File: src/sv/lme_pkg.sv
// shared constants and types of the log-mel frame extractor
`default_nettype none
package lme_pkg;

  localparam int unsigned FFT_SIZE_DEF    = 512;
  localparam int unsigned MAX_BANDS_DEF   = 64;
  localparam int unsigned COEFF_DEPTH_DEF = 2048;

  localparam logic [9:0]  HOP_RESET   = 10'd160;
  localparam logic [9:0]  FRAME_RESET = 10'd400;
  localparam logic [6:0]  BANDS_RESET = 7'd40;
  localparam logic [31:0] FLOOR_RESET = 32'd1;

  localparam logic [63:0] HALF_PI_Q30 = 64'd1686629713;
  localparam logic [63:0] LN2_Q32     = 64'd2977044472;

  localparam int unsigned MUL_W  = 33;
  localparam int unsigned PROD_W = 66;

  typedef enum logic [1:0] {
    CMD_SAMPLE = 2'd0,
    CMD_WINDOW = 2'd1,
    CMD_COEFF  = 2'd2,
    CMD_LIMITS = 2'd3
  } cmd_e;

  localparam logic [1:0] CFG_HOP    = 2'd0;
  localparam logic [1:0] CFG_FRAME  = 2'd1;
  localparam logic [1:0] CFG_BANDS  = 2'd2;
  localparam logic [1:0] CFG_FLOOR  = 2'd3;

endpackage
`default_nettype wire

File: src/sv/lme_mult.sv
// shared registered signed multiplier
`default_nettype none
module lme_mult (
  input  wire logic                                   clk_i,
  input  wire logic signed [lme_pkg::MUL_W-1:0]      a_i,
  input  wire logic signed [lme_pkg::MUL_W-1:0]      b_i,
  output logic signed      [lme_pkg::PROD_W-1:0]     p_o
);

  always_ff @(posedge clk_i) begin
    p_o <= a_i * b_i;
  end

endmodule
`default_nettype wire

File: config.mk
export PLATFORM = sky130hd
export DESIGN_NAME = lme_mult
export DESIGN_NICKNAME = d
export VERILOG_FILES = /design/src/sv/lme_pkg.sv /design/src/sv/lme_mult.sv
export SDC_FILE = /design/constraint.sdc
export NUM_CORES = 2
export LEC_CHECK = 0
export ABC_AREA = 1
export BUFFER_PORTS_ARGS = -buffer_cell sky130_fd_sc_hd__buf_2
export CAP_MARGIN = 0
export CORE_ASPECT_RATIO = 1.75
export CORE_MARGIN = 4
export CORE_UTILIZATION = 40
export CTS_CLUSTER_SIZE = 12
export DETAILED_ROUTE_END_ITERATION = 8
export HOLD_SLACK_MARGIN = 0.12
export SYNTH_ARGS = -nofsm -noshare
export SYNTH_HDL_FRONTEND = slang
export SYNTH_SLANG_ARGS = --single-unit
File: constraint.sdc
create_clock -name clk_i -period 16.05 [get_ports clk_i]
set_clock_uncertainty 0.15 [all_clocks]
set_input_delay 3.21 -clock clk_i [delete_from_list [all_inputs] [get_ports clk_i]]
set_output_delay 3.21 -clock clk_i [all_outputs]
set_load 0.1 [all_outputs]
==> run metrics <==
Largest register FFs 66; placed insts 6806; first-pass GRT wire length 215000 um; hpwl dp 115000 um; Layout area overhead 4.42%; syn avg cell area 7.79 um2; fmax 0.0911 GHz; Sink Count 66; Critical Path AT 11.06 ns; worst slack, placed 4.72 ns; antenna-violating nets left 0; ys flop type dfxtp_1; die footprint 113000 um2; DR vias 33.6k; Setup Buffers After CTS 0; share of the synthesized area in the top cell type 0.531; proportion of layout cells with a drive suffix above 1 0.0431; final hold violation count 0; initial antenna violation count 12; commonest cells in the synthesized netlist inv_1, nand2_1, fa_1; final-report setup violation count 0; critical path launch point type primary input; core area 107000 um2; IO Count 133; Yosys warnings 0; status finished clean; mapped cell area 43200 um2; Total GRT Usage 0.249; largest net degree at the start of global routing 35; Post-synth ARST share 0; number of enable flip-flop cells after synthesis 0; Post-Syn Nets 6972; period utilization 0.684; crit-path max FO 33; Clock Pin Slew Worst Setup and Hold Paths 0.06 ns; worst setup margin 5.08 ns; count of input and output buffers 132; Avg WL per Cell 20.1 um; die height 443 um; post-synthesis cell type count 35; starting density of the core 0.403; Setup TNS 0 ns; Worst setup EP type register; CTS tree yes; Max H-tree Level 3; GRT overflow 0; Detailed Route WL 137000 um; crit path time final 10.97 ns; Root Buffer clkbuf_16; Die Span X 256 um; leading area contributor after synthesis fa_1; Worst EP required 16.14 ns; Largest regs p_o x66; worst hold path type primary input to register; synthesis-stage register bit count 66; Hold Path Depth 3; CTS Hold Bufs 0; Setup CP Type primary input to register; vias in the first global route 38.6k; count of pins over their slew limit 0; CTS Buffer Depth 2; initial drt markers 2006; Seq/Total Area, Yosys 0.0306; cell count after synthesis 5543; worst relative slew slack 0.243; Final Instance Count excl. Fillers 6831; clock buffer count from CTS 9; RSZ-0062 raised after global routing no; count leader, synth inv_1; Max Cap Violations 0; top cells by area, synth fa_1, inv_1, nand2_1; Most flops, register p_o; First-pass DRT Iterations 5; Resized cells post-CTS 0; GPL Wtd Cong 1.01; worst-margin pin slew 1.13 ns; Cell Rows 159; Layout Nets 6878; WHS Endpoint p_o[0]$_DFF_P_; via density per instance 4.91; detailed-route DRC error count 0; Hold Crit Start a_i[0]
logic make-up after synthesis:
| logic type | synth area share |
|---|---|
| DFF | 0.0306 |
| buffers and inverters | 0.188 |
| AOI/OAI and AO/OA | 0.0138 |
| xor gates and xnor gates | 0.00832 |
| and+or+nand+nor | 0.166 |
| adders and majority gates | 0.594 |
cell usage in the layout, fill, tap and decap left out, types with 17 or more instances in the layout:
master,synthesis,routed
inv_1,1894,1894
xor2_1,37,37
nor2_2,20,20
nand2_1,1517,1517
nand3_1,70,70
fa_1,1145,1145
buf_4,0,26
nand2_2,17,17
o21ai_0,19,19
a21oi_1,61,61
ha_1,217,217
dfxtp_1,66,66
buf_2,0,132
nor2_1,131,131
nand4_1,19,19
worst max-delay path by stage:
| stage | startpoint | end | slack [ns] |
|---|---|---|---|
| 6_report | b_i[6] | p_o[64]$_DFF_P_ | 5.08 |
| 5_1_grt | b_i[6] | p_o[64]$_DFF_P_ | 4.55 |
| 4_1_cts | b_i[6] | p_o[64]$_DFF_P_ | 5.06 |
| 3_5_place_dp | b_i[6] | p_o[64]$_DFF_P_ | 4.72 |
| 3_3_place_gp | b_i[6] | p_o[64]$_DFF_P_ | 4.79 |
| 2_1_floorplan | a_i[32] | p_o[60]$_DFF_P_ | 5.93 |
stage by stage:
stage / utilization / area, um2 / hold slack (ns)
3_5_place_dp: 0.417 / 44800 / 3.61
3_3_place_gp: 0.417 / 44800 / 3.61
2_1_floorplan: - / 43200 / 3.32
6_report: 0.420 / 45100 / 3.30
5_1_grt: 0.420 / 45100 / 3.27
4_1_cts: 0.420 / 45100 / 3.28
critical path, cell delays in order:
cell      delay [ns]
buf_2           0.73
nand2_1         0.32
inv_1           0.17
fa_1            0.45
fa_1            0.53
inv_1           0.13
fa_1            0.56
inv_1           0.07
fa_1            1.18
fa_1            0.58
fa_1            0.50
fa_1            0.49
inv_1           0.05
fa_1            0.47
inv_1           0.04
ha_1            0.41
inv_1           0.19
o21bai_1        0.12
a21boi_0        0.29
nand2_1         0.12
nand2_1         0.07
nand2_1         0.04
a21oi_1         0.15
nand2_1         0.07
nand2_1         0.06
nand2_1         0.04
layout make-up:
cell class	instances	area, um2
Antenna cell	9	22.5
Clock buffer	9	225
Clock inverter	7	78.8
Fill cell	10900	62100
Inverter	1895	7110
Multi-Input combinational cell	3319	33800
Sequential cell	66	1320
Tap cell	1368	1710
Timing Repair Buffer	158	856
per-layer routing:
metal	global-route usage	wire length [um]	part of all wire
met1	0.238	42000	0.31
met2	0.487	75800	0.55
met3	0.0219	5570	0.041
met4	0.189	13700	0.10
met5	0	13	0.000095
Power is not shown: default switching activity piles up to over one toggle a cycle in this logic, so the estimate is an artifact.
